===== src/hw/rtl/laptop_power_sequencer_macros.svh =====
// assertion macros for the laptop power sequencer
// used by laptop_power_sequencer.sv, expects clk and rst_n in scope
`ifndef LAPTOP_POWER_SEQUENCER_MACROS_SVH
`define LAPTOP_POWER_SEQUENCER_MACROS_SVH

// antecedent and consequent in the same cycle
`define LPS_ASSERT_SAME(lbl, ante, cons, msg) \
  lbl: assert property (@(posedge clk) disable iff (!rst_n) (ante) |-> (cons)) else $error(msg);

// consequent in the cycle after the antecedent
`define LPS_ASSERT_NEXT(lbl, ante, cons, msg) \
  lbl: assert property (@(posedge clk) disable iff (!rst_n) (ante) |=> (cons)) else $error(msg);

`endif


===== src/hw/rtl/lps_pkg.sv =====
// shared types and constants of the laptop power sequencer
// no dependencies, imported by laptop_power_sequencer
package lps_pkg;

  localparam int TIMER_WIDTH_DEF = 20;
  localparam int CFG_W           = 20;
  localparam int REG_NUM         = 8;
  localparam int REG_IDX_W       = 3;
  localparam int PADDR_W         = 5;
  localparam int PDATA_W         = 32;
  localparam int PIN_W           = 12;

  // configuration register indexes
  typedef enum logic [REG_IDX_W-1:0] {
    REG_DS5_WAIT    = 3'd0,
    REG_PRIM_VDD5   = 3'd1,
    REG_VDD5_RSM    = 3'd2,
    REG_RSM_ENABLE  = 3'd3,
    REG_SETTLE      = 3'd4,
    REG_DEBOUNCE    = 3'd5,
    REG_PWRGD_SYSOK = 3'd6,
    REG_BLINK       = 3'd7
  } reg_idx_t;

  // platform power level
  typedef enum logic [2:0] {
    LV_DEFAULT = 3'd0,
    LV_DS5     = 3'd1,
    LV_S5      = 3'd2,
    LV_S3      = 3'd3,
    LV_S0      = 3'd4
  } level_t;

  // sequencer steps; the low codes are also the resume points of a wait
  typedef enum logic [4:0] {
    ST_IDLE     = 5'd0,
    ST_DS5      = 5'd1,
    ST_DEBOUNCE = 5'd2,
    ST_S5_A     = 5'd3,
    ST_S5_B     = 5'd4,
    ST_S5_C     = 5'd5,
    ST_S5_D     = 5'd6,
    ST_SYSOK    = 5'd7,
    ST_OFF_A    = 5'd8,
    ST_OFF_B    = 5'd9,
    ST_START    = 5'd20,
    ST_ADAPTER  = 5'd21,
    ST_S5       = 5'd22,
    ST_GOOD     = 5'd23,
    ST_RESET    = 5'd24,
    ST_LEDS     = 5'd25
  } step_t;

  // bit positions in the pin state word
  localparam int PIN_PRIM   = 0;
  localparam int PIN_VDD5   = 1;
  localparam int PIN_SUSACK = 2;
  localparam int PIN_DSW    = 3;
  localparam int PIN_RSM    = 4;
  localparam int PIN_CTL    = 5;
  localparam int PIN_PCHOK  = 6;
  localparam int PIN_SYSOK  = 7;
  localparam int PIN_BTN    = 8;
  localparam int PIN_LEDP   = 9;
  localparam int PIN_LEDA   = 10;
  localparam int PIN_CHG    = 11;

  function automatic logic [CFG_W-1:0] reg_default(input reg_idx_t idx);
    logic [CFG_W-1:0] v;
    case (idx)
      REG_DS5_WAIT:    v = CFG_W'(9000);
      REG_PRIM_VDD5:   v = CFG_W'(200);
      REG_VDD5_RSM:    v = CFG_W'(10000);
      REG_RSM_ENABLE:  v = CFG_W'(95000);
      REG_SETTLE:      v = CFG_W'(400000);
      REG_DEBOUNCE:    v = CFG_W'(10000);
      REG_PWRGD_SYSOK: v = CFG_W'(10000);
      REG_BLINK:       v = CFG_W'(1000000);
      default:         v = '0;
    endcase
    return v;
  endfunction

  function automatic level_t level_of(input logic susb_n, input logic susc_n,
                                      input logic rsm);
    level_t lv;
    if (susb_n) begin
      lv = LV_S0;
    end else if (susc_n) begin
      lv = LV_S3;
    end else if (rsm) begin
      lv = LV_S5;
    end else begin
      lv = LV_DS5;
    end
    return lv;
  endfunction

endpackage


===== src/hw/rtl/laptop_power_sequencer.sv =====
// Laptop power sequencer. Takes one request per clock, each request being one
// microsecond tick of sampled pins, and returns one result per request in the cycle
// after it is taken; the whole tick is evaluated by a single pass of logic between
// the state registers and the result register, so the sustained rate is one
// request per cycle whenever the result side keeps up. Timed rail steps (DS5 entry,
// S5 power-on, power-off, debounce, system power ok) are counted in requests, not
// clocks: while a wait counts, each request only decrements the timer, steps the blink
// counter and reports waiting. Configuration registers are APB-writable at byte
// address 4*index and must be changed only while no request is outstanding.
// depends on lps_pkg and laptop_power_sequencer_macros.svh
`include "laptop_power_sequencer_macros.svh"

module laptop_power_sequencer #(
  parameter int TIMER_WIDTH = lps_pkg::TIMER_WIDTH_DEF
) (
  input  logic                         clk,
  input  logic                         rst_n,
  // input channel
  input  logic                         in_valid,
  output logic                         in_ready,
  input  logic                         in_susb_n,
  input  logic                         in_susc_n,
  input  logic                         in_acin_n,
  input  logic                         in_power_sw_n,
  input  logic                         in_lid_open,
  input  logic                         in_rails_good,
  input  logic                         in_plt_rst_n,
  input  logic                         in_sus_warn_n,
  input  logic                         in_sci_accept,
  // result channel
  output logic                         out_valid,
  input  logic                         out_ready,
  output logic [5:0]                   out_rail_enables,
  output logic [1:0]                   out_pwrok_pins,
  output logic                         out_power_button_n,
  output logic                         out_led_power,
  output logic                         out_led_adapter,
  output logic                         out_charger_enable,
  output logic                         out_sci_send,
  output logic                         out_refresh_request,
  output logic                         out_pnp_enable_pulse,
  output logic [2:0]                   out_power_level,
  output logic                         out_waiting,
  // configuration port
  input  logic                         psel,
  input  logic                         penable,
  input  logic                         pwrite,
  input  logic [lps_pkg::PADDR_W-1:0]  paddr,
  input  logic [lps_pkg::PDATA_W-1:0]  pwdata,
  output logic [lps_pkg::PDATA_W-1:0]  prdata,
  output logic                         pready
);
  import lps_pkg::*;

  localparam int CMP_W = (TIMER_WIDTH > CFG_W) ? TIMER_WIDTH : CFG_W;

  function automatic logic [TIMER_WIDTH-1:0] to_tw(input logic [CFG_W-1:0] v);
    logic [CMP_W-1:0] t;
    t = CMP_W'(v);
    return t[TIMER_WIDTH-1:0];
  endfunction

  // configuration registers
  logic [CFG_W-1:0]       cfg_r [REG_NUM];
  reg_idx_t               cfg_idx;
  logic                   cfg_wr;

  // sequencer state
  level_t                 level_r, level_nxt;
  step_t                  phase_r, phase_nxt;
  logic [TIMER_WIDTH-1:0] wcount_r, wcount_nxt;
  logic [TIMER_WIDTH-1:0] blink_r, blink_nxt;
  logic                   adapter_r, adapter_nxt;
  logic                   scip_r, scip_nxt;
  logic                   button_r, button_nxt;
  logic                   pwrgd_r, pwrgd_nxt;
  logic                   rstlast_r, rstlast_nxt;
  logic [PIN_W-1:0]       pins_r, pins_nxt;

  // result handshake and pulses
  logic                   out_valid_r, out_valid_nxt;
  logic                   sci_r, refresh_r, pnp_r;
  logic                   sci_nxt, refresh_nxt, pnp_nxt;
  logic                   in_fire;

  // evaluation scratch
  step_t                  pt;
  logic                   done;
  logic                   ps;
  logic [TIMER_WIDTH-1:0] w_ds5, w_prim, w_vdd5, w_rsm, w_settle, w_deb, w_sysok;

  // assertion helpers
  logic                   wait_step;
  logic [TIMER_WIDTH-1:0] wcount_dec;
  logic                   sci_src;

  assign cfg_idx = reg_idx_t'(paddr[PADDR_W-1:2]);
  assign cfg_wr  = psel && penable && pwrite;
  assign pready  = 1'b1;
  assign prdata  = PDATA_W'(cfg_r[cfg_idx]);

  always_ff @(posedge clk) begin
    if (!rst_n) begin
      for (int i = 0; i < REG_NUM; i++) begin
        cfg_r[i] <= reg_default(reg_idx_t'(i));
      end
    end else if (cfg_wr) begin
      cfg_r[cfg_idx] <= pwdata[CFG_W-1:0];
    end
  end

  assign w_ds5    = to_tw(cfg_r[REG_DS5_WAIT]);
  assign w_prim   = to_tw(cfg_r[REG_PRIM_VDD5]);
  assign w_vdd5   = to_tw(cfg_r[REG_VDD5_RSM]);
  assign w_rsm    = to_tw(cfg_r[REG_RSM_ENABLE]);
  assign w_settle = to_tw(cfg_r[REG_SETTLE]);
  assign w_deb    = to_tw(cfg_r[REG_DEBOUNCE]);
  assign w_sysok  = to_tw(cfg_r[REG_PWRGD_SYSOK]);

  assign in_ready = !out_valid_r || out_ready;
  assign in_fire  = in_valid && in_ready;

  // one tick: every step jumps forward, so the steps are laid out in order
  always_comb begin
    level_nxt   = level_r;
    phase_nxt   = phase_r;
    wcount_nxt  = wcount_r;
    adapter_nxt = adapter_r;
    scip_nxt    = scip_r;
    button_nxt  = button_r;
    pwrgd_nxt   = pwrgd_r;
    rstlast_nxt = rstlast_r;
    pins_nxt    = pins_r;
    sci_nxt     = 1'b0;
    refresh_nxt = 1'b0;
    pnp_nxt     = 1'b0;
    ps          = button_r;
    pt          = ST_START;
    done        = 1'b0;

    if (blink_r != '1) begin
      blink_nxt = blink_r + 1'b1;
    end else begin
      blink_nxt = blink_r;
    end

    if (phase_r != ST_IDLE) begin
      if (wcount_r > TIMER_WIDTH'(1)) begin
        wcount_nxt = wcount_r - 1'b1;
        done       = 1'b1;
      end else begin
        wcount_nxt = '0;
        pt         = phase_r;
        phase_nxt  = ST_IDLE;
      end
    end

    if (!done && pt == ST_START) begin
      if (level_r == LV_DEFAULT) begin
        if (w_ds5 != '0) begin
          phase_nxt = ST_DS5; wcount_nxt = w_ds5; done = 1'b1;
        end else begin
          pt = ST_DS5;
        end
      end else begin
        pt = ST_ADAPTER;
      end
    end

    if (!done && pt == ST_DS5) begin
      level_nxt = level_of(in_susb_n, in_susc_n, pins_nxt[PIN_RSM]);
      pt        = ST_ADAPTER;
    end

    if (!done && pt == ST_ADAPTER) begin
      if (in_acin_n != adapter_r) begin
        pins_nxt[PIN_CHG] = !in_acin_n;
        refresh_nxt       = 1'b1;
        scip_nxt          = 1'b1;
      end
      if (scip_nxt && in_sci_accept) begin
        sci_nxt  = 1'b1;
        scip_nxt = 1'b0;
      end
      adapter_nxt = in_acin_n;
      // lid closed on battery masks the button
      ps = in_power_sw_n || (!in_lid_open && in_acin_n);
      if (!ps && button_r) begin
        if (w_deb != '0) begin
          phase_nxt = ST_DEBOUNCE; wcount_nxt = w_deb; done = 1'b1;
        end else begin
          pt = ST_DEBOUNCE;
        end
      end else begin
        pt = ST_GOOD;
      end
    end

    if (!done && pt == ST_DEBOUNCE) begin
      if (in_power_sw_n) begin
        ps = button_r;
        pt = ST_GOOD;
      end else begin
        ps        = 1'b0;
        level_nxt = level_of(in_susb_n, in_susc_n, pins_nxt[PIN_RSM]);
        pt        = (level_nxt == LV_DS5) ? ST_S5 : ST_GOOD;
      end
    end

    if (!done && pt == ST_S5) begin
      pins_nxt[PIN_PRIM] = 1'b1;
      if (w_prim != '0) begin
        phase_nxt = ST_S5_A; wcount_nxt = w_prim; done = 1'b1;
      end else begin
        pt = ST_S5_A;
      end
    end

    if (!done && pt == ST_S5_A) begin
      pins_nxt[PIN_VDD5]   = 1'b1;
      pins_nxt[PIN_SUSACK] = 1'b1;
      if (w_vdd5 != '0) begin
        phase_nxt = ST_S5_B; wcount_nxt = w_vdd5; done = 1'b1;
      end else begin
        pt = ST_S5_B;
      end
    end

    if (!done && pt == ST_S5_B) begin
      pins_nxt[PIN_DSW] = 1'b1;
      pins_nxt[PIN_RSM] = 1'b1;
      if (w_rsm != '0) begin
        phase_nxt = ST_S5_C; wcount_nxt = w_rsm; done = 1'b1;
      end else begin
        pt = ST_S5_C;
      end
    end

    if (!done && pt == ST_S5_C) begin
      pins_nxt[PIN_CTL] = 1'b1;
      if (w_settle != '0) begin
        phase_nxt = ST_S5_D; wcount_nxt = w_settle; done = 1'b1;
      end else begin
        pt = ST_S5_D;
      end
    end

    if (!done && pt == ST_S5_D) begin
      level_nxt = level_of(in_susb_n, in_susc_n, pins_nxt[PIN_RSM]);
      ps        = 1'b0;
      pt        = ST_GOOD;
    end

    if (!done && pt == ST_GOOD) begin
      button_nxt        = ps;
      pins_nxt[PIN_BTN] = ps;
      level_nxt         = level_of(in_susb_n, in_susc_n, pins_nxt[PIN_RSM]);
      if (in_rails_good && !pwrgd_r) begin
        pwrgd_nxt           = 1'b1;
        pins_nxt[PIN_PCHOK] = 1'b1;
        if (w_sysok != '0) begin
          phase_nxt = ST_SYSOK; wcount_nxt = w_sysok; done = 1'b1;
        end else begin
          pt = ST_SYSOK;
        end
      end else begin
        if (!in_rails_good && pwrgd_r) begin
          pins_nxt[PIN_PCHOK] = 1'b0;
          pins_nxt[PIN_SYSOK] = 1'b0;
        end
        pwrgd_nxt = in_rails_good;
        pt        = ST_RESET;
      end
    end

    if (!done && pt == ST_SYSOK) begin
      pins_nxt[PIN_SYSOK] = 1'b1;
      pt                  = ST_RESET;
    end

    if (!done && pt == ST_RESET) begin
      pnp_nxt     = in_plt_rst_n && !rstlast_r;
      rstlast_nxt = in_plt_rst_n;
      if (in_sus_warn_n && level_nxt == LV_S5) begin
        // power-off: sus ack stays as it was
        pins_nxt[PIN_SYSOK] = 1'b0;
        pins_nxt[PIN_PCHOK] = 1'b0;
        pins_nxt[PIN_CTL]   = 1'b0;
        pins_nxt[PIN_RSM]   = 1'b0;
        pins_nxt[PIN_VDD5]  = 1'b0;
        phase_nxt  = ST_OFF_A;
        wcount_nxt = TIMER_WIDTH'(1);
        done       = 1'b1;
      end else begin
        pt = ST_LEDS;
      end
    end

    if (!done && pt == ST_OFF_A) begin
      pins_nxt[PIN_PRIM] = 1'b0;
      pins_nxt[PIN_DSW]  = 1'b0;
      phase_nxt  = ST_OFF_B;
      wcount_nxt = TIMER_WIDTH'(1);
      done       = 1'b1;
    end

    if (!done && pt == ST_OFF_B) begin
      level_nxt = level_of(in_susb_n, in_susc_n, pins_nxt[PIN_RSM]);
      pt        = ST_LEDS;
    end

    if (!done && pt == ST_LEDS) begin
      if (level_nxt == LV_S0) begin
        pins_nxt[PIN_LEDP] = 1'b1;
        pins_nxt[PIN_LEDA] = 1'b0;
      end else if (level_nxt == LV_S3) begin
        if (CMP_W'(blink_nxt) >= CMP_W'(cfg_r[REG_BLINK])) begin
          pins_nxt[PIN_LEDP] = !pins_nxt[PIN_LEDP];
          blink_nxt          = '0;
        end
        pins_nxt[PIN_LEDA] = 1'b0;
      end else if (!adapter_nxt) begin
        pins_nxt[PIN_LEDP] = 1'b0;
        pins_nxt[PIN_LEDA] = 1'b1;
      end else begin
        pins_nxt[PIN_LEDP] = 1'b0;
        pins_nxt[PIN_LEDA] = 1'b0;
      end
      done = 1'b1;
    end
  end

  always_comb begin
    if (in_fire) begin
      out_valid_nxt = 1'b1;
    end else if (out_ready) begin
      out_valid_nxt = 1'b0;
    end else begin
      out_valid_nxt = out_valid_r;
    end
  end

  always_ff @(posedge clk) begin
    if (!rst_n) begin
      level_r     <= LV_DEFAULT;
      phase_r     <= ST_IDLE;
      wcount_r    <= '0;
      blink_r     <= '0;
      adapter_r   <= 1'b1;
      scip_r      <= 1'b1;
      button_r    <= 1'b1;
      pwrgd_r     <= 1'b0;
      rstlast_r   <= 1'b0;
      pins_r      <= PIN_W'(1) << PIN_BTN;
      out_valid_r <= 1'b0;
    end else begin
      out_valid_r <= out_valid_nxt;
      if (in_fire) begin
        level_r   <= level_nxt;
        phase_r   <= phase_nxt;
        wcount_r  <= wcount_nxt;
        blink_r   <= blink_nxt;
        adapter_r <= adapter_nxt;
        scip_r    <= scip_nxt;
        button_r  <= button_nxt;
        pwrgd_r   <= pwrgd_nxt;
        rstlast_r <= rstlast_nxt;
        pins_r    <= pins_nxt;
      end
    end
  end

  // pulse fields of the result
  always_ff @(posedge clk) begin
    if (in_fire) begin
      sci_r     <= sci_nxt;
      refresh_r <= refresh_nxt;
      pnp_r     <= pnp_nxt;
    end
  end

  // level fields come straight from the state, which only moves with a new result
  assign out_valid            = out_valid_r;
  assign out_rail_enables     = pins_r[PIN_CTL:PIN_PRIM];
  assign out_pwrok_pins       = pins_r[PIN_SYSOK:PIN_PCHOK];
  assign out_power_button_n   = pins_r[PIN_BTN];
  assign out_led_power        = pins_r[PIN_LEDP];
  assign out_led_adapter      = pins_r[PIN_LEDA];
  assign out_charger_enable   = pins_r[PIN_CHG];
  assign out_sci_send         = sci_r;
  assign out_refresh_request  = refresh_r;
  assign out_pnp_enable_pulse = pnp_r;
  assign out_power_level      = level_r;
  assign out_waiting          = (phase_r != ST_IDLE);

  assign wait_step  = in_fire && phase_r != ST_IDLE && wcount_r > TIMER_WIDTH'(1);
  assign wcount_dec = wcount_r - 1'b1;
  assign sci_src    = scip_r || refresh_nxt;

  `LPS_ASSERT_SAME(a_stall_holds_result, !in_ready, out_valid_r, "stall without a held result")
  `LPS_ASSERT_NEXT(a_wait_counts_down, wait_step, wcount_r == $past(wcount_dec), "timer stuck")
  `LPS_ASSERT_NEXT(a_wait_freezes_pins, wait_step, $stable(pins_r) && out_waiting, "pins moved")
  `LPS_ASSERT_SAME(a_sci_needs_accept, in_fire && sci_nxt, in_sci_accept && sci_src, "sci unasked")

endmodule

===== config.mk =====
export PLATFORM = sky130hd
export DESIGN_NAME = laptop_power_sequencer
export DESIGN_NICKNAME = d
export VERILOG_FILES = /design/src/hw/rtl/lps_pkg.sv /design/src/hw/rtl/laptop_power_sequencer.sv
export VERILOG_INCLUDE_DIRS = /design/src /design/src/hw/rtl
export SDC_FILE = /design/constraint.sdc
export NUM_CORES = 1
export LEC_CHECK = 0
export BUFFER_PORTS_ARGS = -buffer_cell sky130_fd_sc_hd__buf_2
export CORE_MARGIN = 2
export CORE_UTILIZATION = 35
export CTS_CLUSTER_SIZE = 25
export DETAILED_ROUTE_END_ITERATION = 6
export MAX_ROUTING_LAYER = met4
export REMOVE_ABC_BUFFERS = 1
export SYNTH_ARGS = -nofsm -noshare
export SYNTH_HDL_FRONTEND = slang
export SYNTH_SLANG_ARGS = --single-unit

===== constraint.sdc =====
create_clock -name clk -period 5.5 [get_ports clk]
set_input_delay 0.55 -clock clk [delete_from_list [all_inputs] [get_ports clk]]
set_output_delay 0.55 -clock clk [all_outputs]
set_load 0.005 [all_outputs]

Word level (Yosys, flattened, before mapping). Memory sizes are Yosys's and may differ from the RTL's. Cells that the tools add are included.

Bits in registers: 68. RAM bits: 160. Output and inout port bits: 54. Memories: 1.

$add $sub $neg: 2. Order comparisons: 2. Equal/unequal tests: 22. Multiplexer cells: 161. Reduce and logical (&&, ||, !) cells: 67.

Memory list: cfg_r (words 8, width 20, read ports 9, clocked after Yosys merged registers in 0, wr ports 8, RTL line laptop_power_sequencer.sv:64) `logic [CFG_W-1:0] cfg_r [REG_NUM];`.

Operators by type and width (count): 20-bit 2-to-1 mux (34); 5-bit 2-to-1 mux (48); 20-bit nonzero test (7); 1-bit 2-to-1 mux (53); 3-bit 2-to-1 mux (12); 5-bit equality test, second input constant (6); 1-bit logical AND (25); 2-bit 2-to-1 mux (12); 20-bit by 1-bit adder with 20-bit output, second input constant (1); 5-bit by 3-bit equality test with 1-bit output, second input constant (4); 20-bit >= comparator (1); 20-bit by 1-bit greater-than comparator with 1-bit output, second input constant (1); 20-bit != test, second input constant (1); 20-bit OR reduction (1); 20-bit by 1-bit subtractor with 20-bit output, second input constant (1); 1-bit logical NOT (18); 2-bit AND reduction (7); 5-bit by 2-bit equality test with 1-bit output, second input constant (2); 5-bit by 4-bit equality test with 1-bit output, second input constant (2); 4-bit 2-to-1 mux (2); 3-bit by 2-bit equality test with 1-bit output, second input constant (2); 3-bit AND reduction (2); 2-bit nonzero test (3); 5-bit by 1-bit equality test with 1-bit output, second input constant (1); other kinds (7) (8).

Depth between registers and ports, before layout.
Depth after elaboration: 53. Gate-level depth with buffers: 24.

Least setup slack after synthesis. No wires, ideal clock.

Kind: reg-to-reg. Start point: register wcount_r[4]. End point: register blink_r[17]. Data arrival time: 4.529 ns. Required time: 5.380 ns. Setup slack: 0.851 ns. Stages on the path, launching flop included: 18. Path through: dfxtp_1 or4_4 or4_1 buf_2 nor3_4 a32o_2 a21oi_1 o211ai_4 mux2_4 o31ai_4 and3_1 buf_4 mux2i_1 mux2i_1 nand3_1 o31ai_1 buf_2 nor3_1.

Longest elaborated chain between the ends: 49. Elaborated cells between the ends (all ways): 111.

Ends and longest elaborated chain: start: declaration (RTL line laptop_power_sequencer.sv:71) `logic [TIMER_WIDTH-1:0] wcount_r, wcount_nxt;`; start signal: assignment (RTL line laptop_power_sequencer.sv:361) `wcount_r <= wcount_nxt;`; 20-bit by 1-bit greater-than comparator with 1-bit output (*); 5-bit 2-to-1 mux or 1-bit 2-to-1 mux (tied branches) (RTL line laptop_power_sequencer.sv:148) `if (wcount_r > TIMER_WIDTH'(1)) begin`; 5-bit 2-to-1 mux or 1-bit 2-to-1 mux (tied branches) (RTL line laptop_power_sequencer.sv:147) `if (phase_r != ST_IDLE) begin`; 5-bit equality test (tied with other cells) (RTL line laptop_power_sequencer.sv:158) `if (!done && pt == ST_START) begin`; 1-bit logical AND (tied with other cells) (RTL line laptop_power_sequencer.sv:158); 5-bit 2-to-1 mux or 1-bit 2-to-1 mux (tied branches) (RTL line laptop_power_sequencer.sv:158); 5-bit by 1-bit equality test with 1-bit output or 1-bit logical NOT (tied branches) (RTL line laptop_power_sequencer.sv:170, laptop_power_sequencer.sv:175); 1-bit logical AND (RTL line laptop_power_sequencer.sv:170) `if (!done && pt == ST_DS5) begin`; [... 33 more ...]; 1-bit 2-to-1 mux (RTL line laptop_power_sequencer.sv:299) `if (!done && pt == ST_OFF_A) begin`; 1-bit logical NOT (RTL line laptop_power_sequencer.sv:307, laptop_power_sequencer.sv:312); 1-bit logical AND (RTL line laptop_power_sequencer.sv:307) `if (!done && pt == ST_OFF_B) begin`; 3-bit 2-to-1 mux (RTL line laptop_power_sequencer.sv:307); 3-bit by 2-bit equality test with 1-bit output (RTL line laptop_power_sequencer.sv:316) `end else if (level_nxt == LV_S3) begin`; 20-bit 2-to-1 mux (RTL line laptop_power_sequencer.sv:316); 20-bit 2-to-1 mux (RTL line laptop_power_sequencer.sv:313) `if (level_nxt == LV_S0) begin`; 20-bit 2-to-1 mux (*) (RTL line laptop_power_sequencer.sv:312) `if (!done && pt == ST_LEDS) begin`; end signal: assignment (RTL line laptop_power_sequencer.sv:362) `blink_r <= blink_nxt;`; end: declaration (RTL line laptop_power_sequencer.sv:72) `logic [TIMER_WIDTH-1:0] blink_r, blink_nxt;`.

Every way passes the cells marked *; elsewhere a longest branch is shown, timed or not. The select of a mux whose other input is x is not followed. A chain may end at the register's enable or synchronous reset.

Final worst setup path.
Start point: register blink_r[7]. End point: register blink_r[17].

Longest elaborated chain between the ends: 7. Elaborated cells between the ends (all ways): 8.

Ends and longest elaborated chain: 20-bit by 1-bit adder with 20-bit output or 20-bit != test (tied branches) (RTL line laptop_power_sequencer.sv:142, laptop_power_sequencer.sv:141); 20-bit 2-to-1 mux (*) (RTL line laptop_power_sequencer.sv:141) `if (blink_r != '1) begin`; 20-bit >= comparator (RTL line laptop_power_sequencer.sv:317) `if (CMP_W'(blink_nxt) >= CMP_W'(cfg_r[REG_BLINK])) begin`; 20-bit 2-to-1 mux (RTL line laptop_power_sequencer.sv:317); 20-bit 2-to-1 mux (RTL line laptop_power_sequencer.sv:316); 20-bit 2-to-1 mux (RTL line laptop_power_sequencer.sv:313); 20-bit 2-to-1 mux (*) (RTL line laptop_power_sequencer.sv:312).

Every way passes the cells marked *; elsewhere a longest branch is shown, timed or not.

==> run summary <==
Cts bufs inserted: 27
Largest family of logic cells by synthesized area: simple AND/OR/NAND/NOR gates
Unrepaired setup endpoints after global routing: no
Nets: 1631
Final GP Congestion: 0.9331
Area growth, synth to finish: 14.41%
Diode count: 0
Worst R2R End: blink_r[17]$_SDFFE_PN0P_
PwrDens: 459.1 nW/um^2
Global-route wire length before repair: 72.95 mm
Area contributors post-synth: edfxtp_1 (35%), dfxtp_1 (9.4%), and3_1 (5.3%)
Fin Hold WS: 0.2248 ns
# rows: 72
H-tree Lvls: 1
Final setup TNS: 0 ns
R2R Setup Slk: 0.44 ns
WP data arrival: 5.55 ns
Fin util: 40.75%
Slew Limit Fails: 0
Pin count of the biggest net entering global routing: 42
YS warnings: 0
CTS tree: yes
Worst setup SP type: flop
Worst slew pin tran: 0.9440 ns
Detailed Routing Iterations Pass 1: 6
Endpoints failing setup: 0
Path depth of the worst reg2reg path: 22
Seq. cell area: 6196 sq um
Primary FF master, synth: edfxtp_1
Via density: 5.924
Setup crit start: blink_r[7]$_SDFFE_PN0P_
Core Box Area: 38830 sq um
Post-synth top area share: 35.40%
Total gr overflow: 0
Clock skew: 0.01169 ns
Clk network pwr share: 23.9%
Max-cap check violation count: 0
Sequential Power Share: 30.8%
Total power draw: 7.264 mW
Synth Area per Inst: 9.306 sq um
Distinct cells, synth: 80
Min cycle time layout: 5.056 ns
Class of the worst hold path: input pin to flop
Sw Ratio: 39.52%
Worst EP required: 6.00 ns
Logic pwr share: 45.3%
Multi-input gate area: 7059 sq um
Initial Util: 35.61%
Number of I/O port buffers: 79
Fin crit share: 91.93%
IR Drop Worst-Case VDD: 271.8 uV
DRC: 0
# IOs: 107
Die height: 202.8 um
Post-synthesis adder-cell area fraction: 2.081%
Vias: 12400
Kind of critical path: flop to flop
Gr usage total: 23.93%
Number of fill cells: 3833
Chip width: 202.8 um
Slew margin rel.: 35.44%
Post-CTS Setup Bufs: 0
Antenna violations before repair: 0
Number of hold violations in the final report: 0
Multiplexer share of the synthesized area: 4.244%
Half-perimeter wire length after placement: 34.58 mm
Status: completed
Crit. End Element: flop
Clock sinks: 228
DRT Wirelength: 48.80 mm
Reg clk slew, reported paths: 0.06 ns
Post-Synth Simple-Gate Area: 23.99%
1st-iter DRT viols: 1566
Share of cells above drive strength 1: 15.23%
R2R Path Start: blink_r[7]$_SDFFE_PN0P_
Setup ws final: 0.4439 ns
Leakage power total: 6.285 nW
Post-synth EDFFs: 163
Clk_lat worst skew: 0.57 ns
XOR/XNOR share of the synthesized area: 2.850%
Max Clock Freq: 197.8 MHz
Wire length per cell: 23.31 um
Largest area contributor in the netlist: edfxtp_1
Sequential area share after synthesis: 44.81%
Worst setup path endpoint: blink_r[17]$_SDFFE_PN0P_
Crit-path max FO: 20
CTS root buffer: clkbuf_16
Die ar.: 41120 sq um
Post-synthesis register bit count: 228
Vias in the first global route: 11770
Cells after synthesis: 1486
Fraction of registers with async set/reset: 0%
Post-Syn Area: 13830 sq um
Int Pwr: 4.394 mW
Area fraction in compound gates after synthesis: 17.19%
ANT nets after route: 0
Clk buf depth: 3
Net Sw Power: 2.870 mW
Dpl ws: 0.4021 ns
[cells by family (layout without fill, tap and decap cells)]
| group | count (synthesis) | after routing |
|---|---|---|
| adder cells (fa/ha/maj) | 23 | 23 |
| AND/OR/NAND/NOR | 624 | 624 |
| multiplexers | 55 | 55 |
| AO/OA/AOI/OAI | 352 | 352 |
| buffers and inverters | 157 | 236 |
| other | 2 | 13 |
| XOR/XNOR | 45 | 45 |
| flip-flops | 228 | 228 |
[worst max-delay path: stages (launching register included)]
cell	delay, ns
dfxtp_1	0.45
and3_1	0.26
nand4_1	0.20
nor3_1	0.33
and2_0	0.34
nand2b_1	0.22
xnor2_1	0.18
ha_1	0.27
nand2b_1	0.14
a21o_1	0.18
a21o_1	0.18
a21o_1	0.18
a21o_1	0.17
a21o_1	0.16
a21o_1	0.17
a21oi_1	0.14
o21ai_0	0.10
a31oi_1	0.29
o21ai_0	0.18
a21oi_1	0.35
o31ai_2	0.16
buf_12	0.19
nor3_1	0.16
[metrics by stage]
stage | instances | area (sq um)
after floorplan | 1384 | 13370
after global placement | 2044 | 14970
after detailed placement | 2044 | 14970
after CTS | 2094 | 15820
after global routing | 2094 | 15820
final | 2094 | 15820
[cell type report]
type                            count  area share [%]
Inverter                           44           1.044
Sequential cell                   228           39.16
Multi-Input combinational cell   1112           44.62
Tap cell                          518           4.096
Clock buffer                       43           5.030
Clock inverter                      7          0.3242
Timing Repair Buffer              142           5.726
[per-layer routing]
| metal | vias up | global-route usage [%] | routed length [um] |
|---|---|---|---|
| li1 | 5687 | - | - |
| met1 | 5971 | 32.05 | 20900 |
| met2 | 612 | 35.52 | 21180 |
| met3 | 134 | 4.141 | 4208 |
| met4 | 0 | 10.56 | 2509 |
| met5 | - | - | 0 |
[state kept, by name, indices dropped and copies added, names as in the netlist]
register / flops
pwrgd_r: 1
pins_r: 12
wcount_r: 20
cfg_r: 160
out_refresh_request: 1
scip_r: 1
blink_r: 20
out_valid: 1
out_pnp_enable_pulse: 1
rstlast_r: 1
phase_r: 5
adapter_r: 1
out_sci_send: 1
out_power_level: 3
[layout by cell type (no fill, tap or decap), types with 5 or more instances in the layout]
| cell type | instances |
|---|---|
| ha_1 | 23 |
| a221oi_1 | 14 |
| mux2i_1 | 29 |
| mux2_2 | 25 |
| a21oi_1 | 69 |
| and3_1 | 116 |
| a22oi_1 | 86 |
| nor2_1 | 109 |
| nand2b_1 | 60 |
| buf_2 | 79 |
| nand2_1 | 119 |
| o21ai_0 | 56 |
| or3_1 | 10 |
| dfxtp_1 | 65 |
| nand4_1 | 31 |
| edfxtp_1 | 163 |
| clkbuf_16 | 27 |
| conb_1 | 13 |
| or4_1 | 6 |
| and2_1 | 26 |
| a211oi_1 | 8 |
| a31oi_1 | 10 |
| xor2_1 | 25 |
| clkbuf_8 | 6 |
| a21o_1 | 12 |
| nand3_1 | 38 |
| clkbuf_1 | 10 |
| nor3_1 | 26 |
| o211ai_1 | 24 |
| nor4_1 | 45 |
| buf_4 | 60 |
| o21a_1 | 5 |
| or2_2 | 5 |
| o21ai_1 | 26 |
| xnor2_1 | 20 |
| inv_1 | 42 |
| nor3_2 | 5 |
[cell usage after synthesis (7+ instances only)]
master    instances
a21o_1           12
or3_1            10
a21oi_1          69
mux2_2           25
buf_2             7
mux2i_1          29
nor4_1           45
dfxtp_1          65
edfxtp_1        163
clkbuf_1         84
inv_1            42
xor2_1           25
a22oi_1          86
nand4_1          31
ha_1             23
a221oi_1         14
nand2_1         119
a31oi_1          10
o21ai_0          56
and3_1          117
o21ai_1          26
nand3_1          38
and2_1           26
buf_4            15
a211oi_1          8
nor3_1           30
xnor2_1          20
o211ai_1         24
nand2b_1         60
nor2_1          111
[power groups by stage]
stage | combinational, mW | sequential, mW | clock, mW
after floorplan | 2.22 | 2.19 | 0
after global placement | 3.22 | 2.26 | 0
after detailed placement | 3.24 | 2.26 | 0
after CTS | 3.25 | 2.23 | 1.75
after global routing | 3.60 | 2.26 | 1.82
final | 3.29 | 2.24 | 1.74
[how the worst min path moves through the flow]
stage,startpoint,endpoint,slack [ns],depth (start not counted)
6_report,in_valid,out_valid$_SDFFE_PN0P_,0.22,3
5_1_grt,in_plt_rst_n,rstlast_r$_SDFFE_PN0P_,0.23,3
4_1_cts,in_valid,out_valid$_SDFFE_PN0P_,0.22,3
3_5_place_dp,pins_r[10]$_SDFFE_PN0P_,pins_r[10]$_SDFFE_PN0P_,0.45,2
3_3_place_gp,pins_r[2]$_SDFFE_PN0P_,pins_r[2]$_SDFFE_PN0P_,0.44,2
2_1_floorplan,wcount_r[3]$_SDFFE_PN0P_,wcount_r[3]$_SDFFE_PN0P_,0.44,2
[what timing repair did]
| item | CTS | global route |
|---|---|---|
| endpoints found under the setup margin | 0 | 15 |
| hold buffers | 0 | 0 |
| resized for setup | 0 | 1 |
| hold endpoints to repair | 0 | 0 |
(Power assumes the default switching activity.)
